**src/sv/assert_macros.svh**
```systemverilog
// Assertion macros shared by the RTL.
`ifndef ASSERT_MACROS_SVH
`define ASSERT_MACROS_SVH
`ifndef SYNTHESIS
// Checked while out of reset.
`define CSTK_ASSERT(lbl, clk, rstn, prop) \
    lbl: assert property (@(posedge clk) disable iff (!rstn) prop) \
        else $error("assertion failed");
// Checked at every edge, reset included.
`define CSTK_ASSERT_ALWAYS(lbl, clk, prop) \
    lbl: assert property (@(posedge clk) prop) else $error("assertion failed");
`else
`define CSTK_ASSERT(lbl, clk, rstn, prop)
`define CSTK_ASSERT_ALWAYS(lbl, clk, prop)
`endif
`endif

```
**src/sv/cstk_pkg.sv**
```systemverilog
// Types and constants of the stacking tower unit.
`default_nettype none
package cstk_pkg;
    localparam int DEF_MAX_ITEMS = 1024;
    localparam int TQ_DEPTH      = 2;

    typedef struct packed {
        logic [23:0] item_weight;
        logic [23:0] item_strength;
        logic        last_item;
    } t_in_item;

    typedef struct packed {
        logic [10:0] stack_count;
        logic        overflow;
    } t_out_item;

    // classified request between front and back
    typedef struct packed {
        t_in_item item;
        logic     store;
    } t_task;

    typedef struct packed {
        logic full;
        logic empty;
    } t_fifo_stat;
endpackage
`default_nettype wire

```
**src/sv/cstk_front.sv**
```systemverilog
// Front end: tracks the set fill and marks requests as stored or overflowing.
`default_nettype none
module cstk_front import cstk_pkg::*; #(
    parameter int MaxItems = DEF_MAX_ITEMS
) (
    input  wire logic     i_clk,
    input  wire logic     i_rst_n,
    input  wire logic     i_accept,
    input  wire t_in_item i_item,
    output t_task         o_task
);
    localparam int CW = $clog2(MaxItems + 1);

    logic [CW-1:0] r_cnt;
    logic [CW-1:0] n_cnt;
    logic          store;

    assign store = (r_cnt < CW'(MaxItems));
    assign o_task = '{item: i_item, store: store};

    always_comb begin
        n_cnt = r_cnt;
        if (i_accept) begin
            if (i_item.last_item) begin
                n_cnt = '0;
            end else if (store) begin
                n_cnt = r_cnt + CW'(1);
            end
        end
    end

    always_ff @(posedge i_clk) begin
        if (!i_rst_n) begin
            r_cnt <= '0;
        end else begin
            r_cnt <= n_cnt;
        end
    end
endmodule
`default_nettype wire

```
**config.mk**
```make
export PLATFORM = sky130hd
export DESIGN_NAME = cstk_front
export DESIGN_NICKNAME = d
export VERILOG_FILES = /design/src/sv/assert_macros.svh /design/src/sv/cstk_pkg.sv /design/src/sv/cstk_front.sv
export SDC_FILE = /design/constraint.sdc
export NUM_CORES = 1
export LEC_CHECK = 0
export BUFFER_PORTS_ARGS = -buffer_cell sky130_fd_sc_hd__buf_4
export CORE_MARGIN = 10
export CORE_UTILIZATION = 34
export DETAILED_ROUTE_END_ITERATION = 10
export PLACE_DENSITY = 0.8
export SYNTH_ARGS = -nofsm -noshare
export SYNTH_HDL_FRONTEND = slang
export SYNTH_SLANG_ARGS = --single-unit
export TNS_END_PERCENT = 1
```
**constraint.sdc**
```tcl
create_clock -name i_clk -period 1.65 [get_ports i_clk]
set_clock_uncertainty 0.05 [all_clocks]
set_input_delay 0.2475 -clock i_clk [delete_from_list [all_inputs] [get_ports i_clk]]
set_output_delay 0.2475 -clock i_clk [all_outputs]
set_load 0.03 [all_outputs]
```
# Word level (Yosys, flattened, before mapping)
# Cells that the tools add are included.
classes:
  n_addsub: 1
  n_lt_le_gt_ge: 1
  n_reduce_logical: 2
  mux: 2
op_table:
  columns: ["operator", "count"]
  rows:
  - ["$mux 11", 2]
  - ["$add 11x1->11 const B", 1]
  - ["$lt 11x11->1 const B", 1]
  - ["$reduce_and 2->1", 1]
  - ["$reduce_bool 2->1", 1]
word_totals:
  reg_bits: 11
  input_bits: 52
  output_inout_bits: 50

# Longest topological paths before layout
logic_depth:
  depth_word: 3
  mapped_depth: 5
  mapped_depth_nobuf: 5

# Least setup slack after synthesis
# OpenSTA, ideal clock, no wires.
synth_path:
  path_type: "register to register"
  startpoint: "register r_cnt[4]"
  endpoint: "register r_cnt[9]"
  path_buffers: 0
  t_required_ns: 1.479
  arrival_time_ns: 1.074
  stages_incl_launch_ff: 5
  slack_ns: 0.405
  synth_period_minus_slack_ns: 1.245
  cell_sequence: "dfxtp_1 > and4_1 > and2_4 > nand4_2 > mux2_4"
synth_between:
  elab_chain_len: 3
  word_cells_on_any_way: 6
  cone_classes: "add/sub (1); order compare (1); mux (2); reduce/logical (2)"
synth_rtl:
  columns: ["element", "line", "source"]
  rows:
  - ["from (decl)", "cstk_front.sv:14", "logic [CW-1:0] r_cnt;"]
  - ["from (signal assigned)", "cstk_front.sv:36", "r_cnt <= n_cnt;"]
  - ["$add 11x1->11 / $lt 11x11->1 (equally long branches)", "cstk_front.sv:27, cstk_front.sv:18", null]
  - ["$mux 11 / $reduce_bool 2->1 (equally long branches)", null, null]
  - ["$mux 11 / $reduce_and 2->1 (equally long branches)", null, null]
# Parallel ways exist; a longest one is shown, timed or not. The select of a mux whose other input is x is not followed.
# A chain may end at the register's enable or synchronous reset.

# Worst setup path in the final report
layout_path:
  startpoint: "register r_cnt[5]"
  endpoint: "register r_cnt[9]"
# Same word-level chain as after synthesis.

==> results.md <==
CTS:
- The total setup buffers inserted after CTS is 0.
- TritonCTS built the clock tree.
- The clock passes through at most 2 buffers.
- Clock tree synthesis found a total of 11 sinks.
- Hold repair after CTS inserted 0 buffers.
- In this run, CTS created clock tree buffers numbering 3.
- In this run, post-CTS repair resized a total of 0 instances.
- The latest clock arrival within the worst-skew pair is approximately 0.26 ns.
- Clock-pin slew was measured on the worst setup and hold paths at roughly 0.070 ns.
- The root buffer cell chosen for the clock tree is clkbuf_4.
- The maximum level of the CTS H-tree is 1.

Pwr:
- In this run the power spent charging and discharging nets is about 110 uW.
- Dividing total power by cell area gives a power density of 759 mW/mm^2.
- The part of the total power dissipated in sequential elements is roughly 56%.
- Net switching is between 20% and 30% of the power.
- The worst-case vdd ir drop is between 0.0005 and 0.0006 V.
- The power share of the clock group is between 30 and 40%.
- The share of total power in combinational logic is approximately 6.8%.
- For this design the static power due to leakage is about 0.00027 uW.
- The internal power contribution is approximately 380 uW.

Drt:
- The via density per instance is 4.99.
- The first detailed-routing pass ran for 2 iterations.
- The count of nets left with antenna violations once routing finished came out at 0.
- The first-iteration detailed-routing DRC count is 2.
- Detailed routing inserted a total of just under 500 vias.
- For this run, design rule violations remaining after detail routing come to 0.
- The routed wire length is 1.41 mm.
- The routed wire length per instance is roughly 14 um.

Run:
- Across the run, the number of max-cap violations was 0.

Outcome:
- The flow ran to the end, and the final reports show no timing, DRC or antenna violations.

Timing:
- The setup TNS after final layout is 0 ns.
- Setup violations remaining at the end of the flow were counted as 0.
- The final-report max-slew violation count was 0.
- Static timing analysis puts the maximum clock frequency at about 0.74 GHz.
- The worst slew slack as a fraction of its limit is between 70% and 80%.
- Dividing the final minimum period by the clock period gives between 80% and 90%.
- The measured slew at the worst slew-check pin is roughly 0.32 ns.
- After layout, the minimum clock period comes to 1.35 ns.
- The final worst slack is approximately 0.30 ns.
- The total count of hold-check failures in the final report is 0.
- Setup repair after global routing left no endpoint under its margin.

Worst hold path:
- In this run the worst hold path is classified as in2reg.

Setup path:
- The worst endpoint required time is approximately 1.8 ns.
- The worst setup path is of the reg2reg kind.
- The number of buffers and inverters on the critical path is 0.
- The critical path goes through and4_1, and2_4, nand4_2, mux2_4.
- STA classifies the critical path endpoint as a flip-flop.
- The highest cell delay on the worst timing path is 0.37 ns.
- The dominant delay contributor by cell family on the critical path is simple AND/OR/NAND/NOR gates.
- The master of the slowest instance on the critical path is dfxtp_1.
- The endpoint arrival time on the critical path is ~1.5 ns.
- In this run the worst path has a maximum fanout of 4.
- The launching element type of the critical path is a flip-flop.

Synth:
- The count of mapped cells out of synthesis is 112.
- The synthesized netlist occupies a cell area of about 930 um^2.
- After synthesis, flip-flops and latches occupy a little under a quarter of the total area.
- The number of different library cells used by synthesis comes to 27.
- The number of synthesized register bits is 11.
- The total nets after synthesis is around 170.
- The average instance area after synthesis is between 8 and 9 um^2.
- The total of warnings raised by yosys is 0.

Cells and area:
- The fraction of layout cells with a size suffix above 1 is 20.3%.
- The largest registers in the layout are r_cnt: 11 flops.
- Ranked by flip-flop count, first place goes to r_cnt.
- Leaving out filler cells and counting taps, the final layout contains 99.
- The number of flip-flops in the largest register is 11.
- The repair_antennas step left the layout with diodes totalling 0.
- The layout-stage area growth over the synthesis result is -31.8%.
- The number of fillers in the final layout is roughly 270.
- The count of nets after finishing is around 120.

Floorplanning:
- For this design the top-level I/O count stands at approximately 100.
- The floorplan has 18 rows.
- The core box area is around 0.0025 mm^2.
- The effective utilization at floorplan is between 30% and 40%.
- The overall die width is 72.4 um.
- The area of the die is about 0.0052 mm^2.
- The height of the die is about 72 um.

GRT:
- Global routing used a little under 5% of the available tracks.
- The total grt overflow is 0.
- The number of antenna violations at the first check in global routing is 0.
- The first-pass GRT wire length is about 2.1 mm.
- The number of global-route vias before repair is 474.
- The maximum number of pins on one net before global-route repair is 12.

Place:
- In this run, placement finished with an instance count of 95.
- The routability congestion estimate from global placement is 0.744.
- Timing analysis after detailed placement gives a worst setup slack of 0.309 ns.
- The detailed placement HPWL is approximately 1.1 mm.
- The count of buffers added on input and output ports is 5.
## Yosys cell counts, drive strengths merged
cell	number	area share [%]
buf	52	43
dfxtp	11	24
nor2	10	4.0
nand4	6	4.7
xor2	6	5.6
and3	3	2.1
inv	3	1.2
nand2	3	1.2
a21oi	2	1.1
and2	2	1.7
and4	2	2.1
nand3	2	1.1
a21boi	1	0.81
a22oi	1	0.81
ha	1	1.3
mux2	1	1.6
nand2b	1	0.67
nand3b	1	0.81
nor2b	1	0.67
nor3	1	0.54
o21ai	1	0.54
xnor2	1	0.94
## power groups by stage
stage / clock network, uW / registers [uW] / logic [uW]
after floorplan: 0 / 277 / 242
after global placement: 0 / 277 / 32.8
after detailed placement: 0 / 278 / 33.5
after CTS: 183 / 272 / 33.6
after global routing: 194 / 272 / 37.9
final: 178 / 271 / 32.8
## through the flow
stage	utilization [%]	cell area (um^2)	power [uW]	hold slack [ns]
after floorplan	-	932	519	0.326
after global placement	23.9	609	310	0.428
after detailed placement	23.9	609	311	0.445
after CTS	25.0	636	488	0.177
after global routing	25.0	636	503	0.206
final	25.0	636	482	0.174
## final timing paths
check	start	to	cells after the start	slack (ns)
worst max register to register	r_cnt[5]	r_cnt[9]	4	0.30
worst min register to register	r_cnt[7]	r_cnt[7]	2	0.47
worst max-delay path	r_cnt[5]	r_cnt[9]	4	0.30
worst min-delay path	i_rst_n	r_cnt[1]	2	0.17
## cell families after synthesis
kind of cell,after synthesis,share of synthesized area [%]
buffers and inverters,55,43.9
AND/OR/NAND/NOR,32,19.7
flip-flops,11,23.6
XOR/XNOR,7,6.58
AO/OA/AOI/OAI,5,3.22
multiplexers,1,1.61
adder cells (fa/ha/maj),1,1.34
## area by class of cell
type                       instances  area (um^2)  share of cell area (%)
multi-input combinational         46          303                    47.6
sequential                        11          220                    34.6
timing repair buffer               5         37.5                    5.91
tap                               30         37.5                    5.91
clock buffer                       4         26.3                    4.13
inverter                           3         11.3                    1.77
## layer usage
metal	part of all wire [%]	global-route usage, %	vias up	wire (um)
met2	42	7.09	35	588
met4	4.4	4.52	0	62
met1	35	4.63	215	499
li1	-	-	226	-
met3	18	3.13	18	256
met5	0	0	-	0
## layout by cell type, fill, tap and decap left out, types with 2 or more instances in the layout
master / count
clkbuf_4: 3
nor2_1: 10
nand2_1: 3
nand4_1: 5
inv_1: 3
and3_1: 2
a21oi_1: 2
nand3_1: 2
dfxtp_1: 11
xor2_1: 6
buf_4: 5
No activity file was read; power rests on OpenSTA's default activity.
