==> config.mk <==
export PLATFORM = sky130hd
export DESIGN_NAME = cstk_fifo
export DESIGN_NICKNAME = d
export VERILOG_FILES = /design/src/sv/assert_macros.svh /design/src/sv/cstk_pkg.sv /design/src/sv/cstk_fifo.sv
export SDC_FILE = /design/constraint.sdc
export NUM_CORES = 1
export LEC_CHECK = 0
export BUFFER_PORTS_ARGS = -buffer_cell sky130_fd_sc_hd__buf_2
export CORE_MARGIN = 2
export CORE_UTILIZATION = 54
export CTS_BUF_LIST = sky130_fd_sc_hd__clkbuf_4 sky130_fd_sc_hd__clkbuf_8
export CTS_CLUSTER_SIZE = 28
export DETAILED_ROUTE_END_ITERATION = 8
export GPL_ROUTABILITY_DRIVEN = 0
export GPL_TIMING_DRIVEN = 1
export PLACE_DENSITY_LB_ADDON = 0.3
export SLEW_MARGIN = 30
export SYNTH_ARGS = -nofsm -noshare
export SYNTH_HDL_FRONTEND = slang
export SYNTH_SLANG_ARGS = --single-unit
==> constraint.sdc <==
create_clock -name i_clk -period 3.6 [get_ports i_clk]
set_input_delay 0.36 -clock i_clk [delete_from_list [all_inputs] [get_ports i_clk]]
set_output_delay 0.36 -clock i_clk [all_outputs]
set_load 0.005 [all_outputs]
==> src/sv/assert_macros.svh <==
// Assertion macros shared by the RTL.
`ifndef ASSERT_MACROS_SVH
`define ASSERT_MACROS_SVH
`ifndef SYNTHESIS
// Checked while out of reset.
`define CSTK_ASSERT(lbl, clk, rstn, prop) \
    lbl: assert property (@(posedge clk) disable iff (!rstn) prop) \
        else $error("assertion failed");
// Checked at every edge, reset included.
`define CSTK_ASSERT_ALWAYS(lbl, clk, prop) \
    lbl: assert property (@(posedge clk) prop) else $error("assertion failed");
`else
`define CSTK_ASSERT(lbl, clk, rstn, prop)
`define CSTK_ASSERT_ALWAYS(lbl, clk, prop)
`endif
`endif

==> src/sv/cstk_pkg.sv <==
// Types and constants of the stacking tower unit.
`default_nettype none
package cstk_pkg;
    localparam int DEF_MAX_ITEMS = 1024;
    localparam int TQ_DEPTH      = 2;

    typedef struct packed {
        logic [23:0] item_weight;
        logic [23:0] item_strength;
        logic        last_item;
    } t_in_item;

    typedef struct packed {
        logic [10:0] stack_count;
        logic        overflow;
    } t_out_item;

    // classified request between front and back
    typedef struct packed {
        t_in_item item;
        logic     store;
    } t_task;

    typedef struct packed {
        logic full;
        logic empty;
    } t_fifo_stat;
endpackage
`default_nettype wire

==> src/sv/cstk_fifo.sv <==
// Short request queue between front and back.
`default_nettype none
module cstk_fifo import cstk_pkg::*; (
    input  wire logic  i_clk,
    input  wire logic  i_rst_n,
    input  wire logic  i_push,
    input  wire t_task i_data,
    input  wire logic  i_pop,
    output t_task      o_data,
    output t_fifo_stat o_stat
);
    localparam int PW = (TQ_DEPTH > 1) ? $clog2(TQ_DEPTH) : 1;
    localparam int NW = $clog2(TQ_DEPTH + 1);

    t_task         r_mem [TQ_DEPTH];
    logic [PW-1:0] r_wp;
    logic [PW-1:0] r_rp;
    logic [NW-1:0] r_n;
    logic          do_push;
    logic          do_pop;

    assign o_stat  = '{full: (r_n == NW'(TQ_DEPTH)), empty: (r_n == '0)};
    assign do_push = i_push && !o_stat.full;
    assign do_pop  = i_pop && !o_stat.empty;
    assign o_data  = r_mem[r_rp];

    always_ff @(posedge i_clk) begin
        if (do_push) begin
            r_mem[r_wp] <= i_data;
        end
    end

    always_ff @(posedge i_clk) begin
        if (!i_rst_n) begin
            r_wp <= '0;
            r_rp <= '0;
            r_n  <= '0;
        end else begin
            if (do_push) begin
                r_wp <= (r_wp == PW'(TQ_DEPTH - 1)) ? '0 : r_wp + PW'(1);
            end
            if (do_pop) begin
                r_rp <= (r_rp == PW'(TQ_DEPTH - 1)) ? '0 : r_rp + PW'(1);
            end
            if (do_push && !do_pop) begin
                r_n <= r_n + NW'(1);
            end else if (do_pop && !do_push) begin
                r_n <= r_n - NW'(1);
            end
        end
    end
endmodule
`default_nettype wire

== Yosys cells after proc, flatten, opt, wreduce, memory -nomap -nowiden ==
Memory sizes are Yosys's and may differ from the RTL's. A register that Yosys moved wholly into a read port is not among the register bits.
Index checks and enable logic that the tools add are counted.
Widths: inputs -> output; s select.
Storage, ports and cells
  bits in writable memories: 100
  input bits: 54
  latch bits: 0
  memories: 1
  bits in registers: 4
  output and inout bits: 52
  bits in read-only memories: 0
Memory list
  r_mem: words 2, bits a word 50, rd ports 1, clocked after memory_dff 1, wr ports 1, RTL line cstk_fifo.sv:15  | t_task r_mem [TQ_DEPTH];
Operators by class
  bitwise operators: 0
  multiply operators: 0
  add/subtract/negate cells: 4
  shift-type cells: 0
  multiplexer cells: 8
  $lt $le $gt $ge: 0
  eq/ne operators: 1
  div/mod/pow operators: 0
  reductions and logical operators: 10
Operator list (count)
  $mux 1: 6
  $logic_and 1x1->1: 4
  $logic_not 1->1: 4
  $mux 2: 2
  $add 1x1->1 const B: 2
  $add 2x1->2 const B: 1
  $eq 2x2->1 const B: 1
  $logic_not 2->1: 1
  $reduce_bool 2->1: 1
  $sub 2x1->2 const B: 1

== Logic depth before layout (Yosys ltp) ==
  word-level depth: 7
  mapped depth: 7
  gate-level depth less buffers: 7

== Least setup slack after synthesis ==
OpenSTA, ideal clock, no wires.
  path type: reg2reg
  start: register r_n[0]
  end: memory r_mem[0][0] (netlist bit) (enable)
  arrival time: 2555 ps
  period minus slack after synthesis: 3006 ps
  path slack: 594 ps
  cell stages (with the launch flop): 4
  required time: 3150 ps
  cells stage by stage: dfxtp_1 nand2b_1 inv_2 nor3_2
RTL lines
  from (decl): RTL line cstk_fifo.sv:18  | logic [NW-1:0] r_n;
  from (signal assigned): RTL line cstk_fifo.sv:46  | r_n <= r_n + NW'(1);
  from (signal assigned): RTL line cstk_fifo.sv:48  | r_n <= r_n - NW'(1);
  to (decl): RTL line cstk_fifo.sv:15

==> flow_summary.yaml <==
synth:
  yosys_warnings: 0
  synth_top_area_share: 0.784
  synth_seq_cells: 105
  yosys-top-cells-count: "edfxtp_1 (100), mux2_2 (46), buf_2 (5), dfxtp_1 (5), mux2_1 (4)"
  yosysMostFrequentCell: "edfxtp_1"
  postSynthCellCount: 181
  async_flop_share: 0
  synth.avg_cell_area_um2: 21.2
  synth_edf_count: 100
  synth.largest_area_cell: "edfxtp_1"
  synth_cell_type_count: 22
  syn-cell-area_mm2: 0.00383
  ys.flop_type: "edfxtp_1"
  syn-num-nets: 236
  synth_area_leaders: "edfxtp_1 (78%), mux2_2 (14%), dfxtp_1 (2.6%)"
  synth-seq-area-share: 0.810
power:
  p_leak_nw: 1.77
  p_sw_mw: 0.765
  p_clk_frac: 0.261
  power.density_mw_per_mm2: 667
  p_sw_frac: 0.243
  peakVddDrop_v: 0.000394
  intPower_mw: 2.38
  combPwrFrac: 0.227
  power_frac_seq: 0.513
final_layout:
  multiInputGateArea_um2: 697
  nets: 350
  register_area_mm2: 0.00310
  diodes: 0
  area_growth_pct: 23.3
  final_area_mm2: 0.00472
  final_cell_count_no_fill: 395
  drive_gt1_frac: 0.582
  fill_cells: 465
sta:
  rsz0062_at_grt: "false"
  hold_violations: 0
  finalWorstSetupSlack_ns: 1.20
  timing.fmax_mhz: 417
  period_share: 0.665
  skew_ns: 0.0147
  setup_viol: 0
  worst_slew_pin_slew_ns: 0.749
  slew_violations: 0
  max-slew-margin-rel: 0.501
  fin_crit_ns: 2.40
  setup_tns_ns: 0
placement:
  place_ws_ns: 1.55
  dp.cells: 380
  dp_hpwl_um: 4030
  portBuffers: 105
  post_dp_cell_area_mm2: 0.00448
floorplanning:
  initial_core_util: 0.560
  die_h_um: 88.2
  rows: 30
  fp.coreArea_mm2: 0.00683
  io_pins: 106
  die_w_um: 88.2
  die_area_mm2: 0.00778
routing:
  drcViolationCount: 0
  drt_iter0_drc: 49
  vias: 1935
  postRouteAntennaNets: 0
  wl_per_cell_um: 15.2
  vias_per_cell: 4.90
  wl_um: 6000
  firstDrtPassIters: 4
cts:
  clock-sinks: 105
  clock_latency_ns: 0.35
  post_cts_buffers: 0
  numCtsBuffers: 9
  cts.clk_slew.worst_paths_ns: 0.10
  tritoncts: "built"
  cts_buffer_depth: 2
  cts_hold_buf: 0
  htreeDepth: 3
  root_buffer: "clkbuf_8"
  cts_resized: 0
min_path:
  hold_depth: 1
  worstHoldEndpoint: "r_mem[0][15]"
  hp-class: "primary input to flip-flop"
  worstHoldStart: "i_data[15]"
setup_path:
  worstReg2RegStart: "r_n[0]"
  worstPathRequired_ns: 3.24
  crit_fanout: 27
  worstSetupPathType: "flip-flop to output pin"
  arrival_ns: 2.04
  r2r_slack_ns: 1.56
  worst-r2r-cell-count: 3
  worstSetupStartpointType: "flip-flop"
  end_kind: "output pin"
  worstReg2RegEnd: "r_mem[1][10]"
run_status:
  status: "complete, no violations"
global_routing:
  grt-busiest-layer: "met2"
  met2_usage: 0.263
  grt_use_met1: 0.180
  grt_first_pass_wirelength_um: 8910
  grtUsageMet3: 0.0537
  antenna_found_initial: 0
  grt_max_degree: 32
  grt_usage: 0.158
  grt_overflow: 0
  grt_pass1_vias: 1952
flow_run:
  cap_violations: 0
==> state kept, by name, indices dropped and copies added (netlist names), named ones only <==
name and cells:
r_wp 1, r_n 2, r_mem 100, r_rp 1
==> cell type report <==
cell class / count / share of cell area
Clock buffer: 10 / 0.0278
Clock inverter: 5 / 0.0223
Inverter: 2 / 0.00159
Multi-Input combinational cell: 68 / 0.148
Sequential cell: 105 / 0.658
Tap cell: 96 / 0.0254
Timing Repair Buffer: 109 / 0.118
==> logic make-up after synthesis <==
family / synth area share
AO/OA/AOI/OAI: 0.00850
XOR/XNOR: 0.00686
adder cells (fa/ha/maj): 0.00327
buffers and inverters: 0.00947
flip-flops: 0.810
multiplexers: 0.147
AND/OR/NAND/NOR: 0.0144
==> metal layers <==
metal | part of all wire | wire [um]
met1 | 0.43 | 2560
met4 | 0.017 | 100
met2 | 0.49 | 2940
met5 | 0 | 0
met3 | 0.067 | 400
==> worst max-delay path, cell delays in order (launching register included) <==
cell and delay, ns:
dfxtp_2 0.70, buf_4 0.44, mux2_2 0.40, buf_2 0.13
==> layout by cell type (no fill, tap or decap) <==
| cell type | n |
|---|---|
| clkinvlp_4 | 2 |
| dfxtp_2 | 1 |
| o21ai_1 | 1 |
| buf_2 | 105 |
| mux2_2 | 46 |
| a21boi_1 | 1 |
| o21ai_0 | 1 |
| o21a_1 | 1 |
| and3_2 | 1 |
| buf_4 | 4 |
| bufinv_16 | 3 |
| nor2_1 | 2 |
| nor3_4 | 1 |
| ha_1 | 1 |
| and2_1 | 3 |
| clkbuf_4 | 1 |
| xnor2_1 | 2 |
| mux2_1 | 4 |
| edfxtp_1 | 100 |
| inv_1 | 1 |
| xor2_1 | 1 |
| dfxtp_1 | 4 |
| nand2b_1 | 1 |
| inv_2 | 1 |
| a21boi_0 | 1 |
| or3_1 | 1 |
| clkbuf_8 | 9 |
==> power by group through the flow <==
| stage | registers [mW] | logic (mW) | clock network, mW |
|---|---|---|---|
| after floorplan | 1.60 | 0.460 | 0 |
| after global placement | 1.64 | 0.713 | 0 |
| after detailed placement | 1.65 | 0.719 | 0 |
| after CTS | 1.62 | 0.727 | 0.839 |
| after global routing | 1.63 | 0.785 | 0.881 |
| final | 1.61 | 0.713 | 0.821 |
==> stage by stage <==
stage	total power [mW]	hold WS, ns	util
CTS	3.18	0.168	0.691
detailed placement	2.37	0.523	0.656
global placement	2.35	0.501	0.656
floorplan	2.06	0.459	-
global route	3.30	0.170	0.691
finish	3.15	0.188	0.691
==> worst max-delay path by stage <==
stage                     startpoint           end  cells past startpoint
after global routing       flip-flop    o_data[34]                      3
after detailed placement      r_n[0]  r_mem[1][19]                      3
after floorplan               r_n[0]   r_mem[0][0]                      3
after CTS                  flip-flop    o_data[34]                      3
final                      flip-flop    o_data[34]                      3
after global placement     flip-flop    o_data[34]                      3
(Power assumes the default switching activity.)
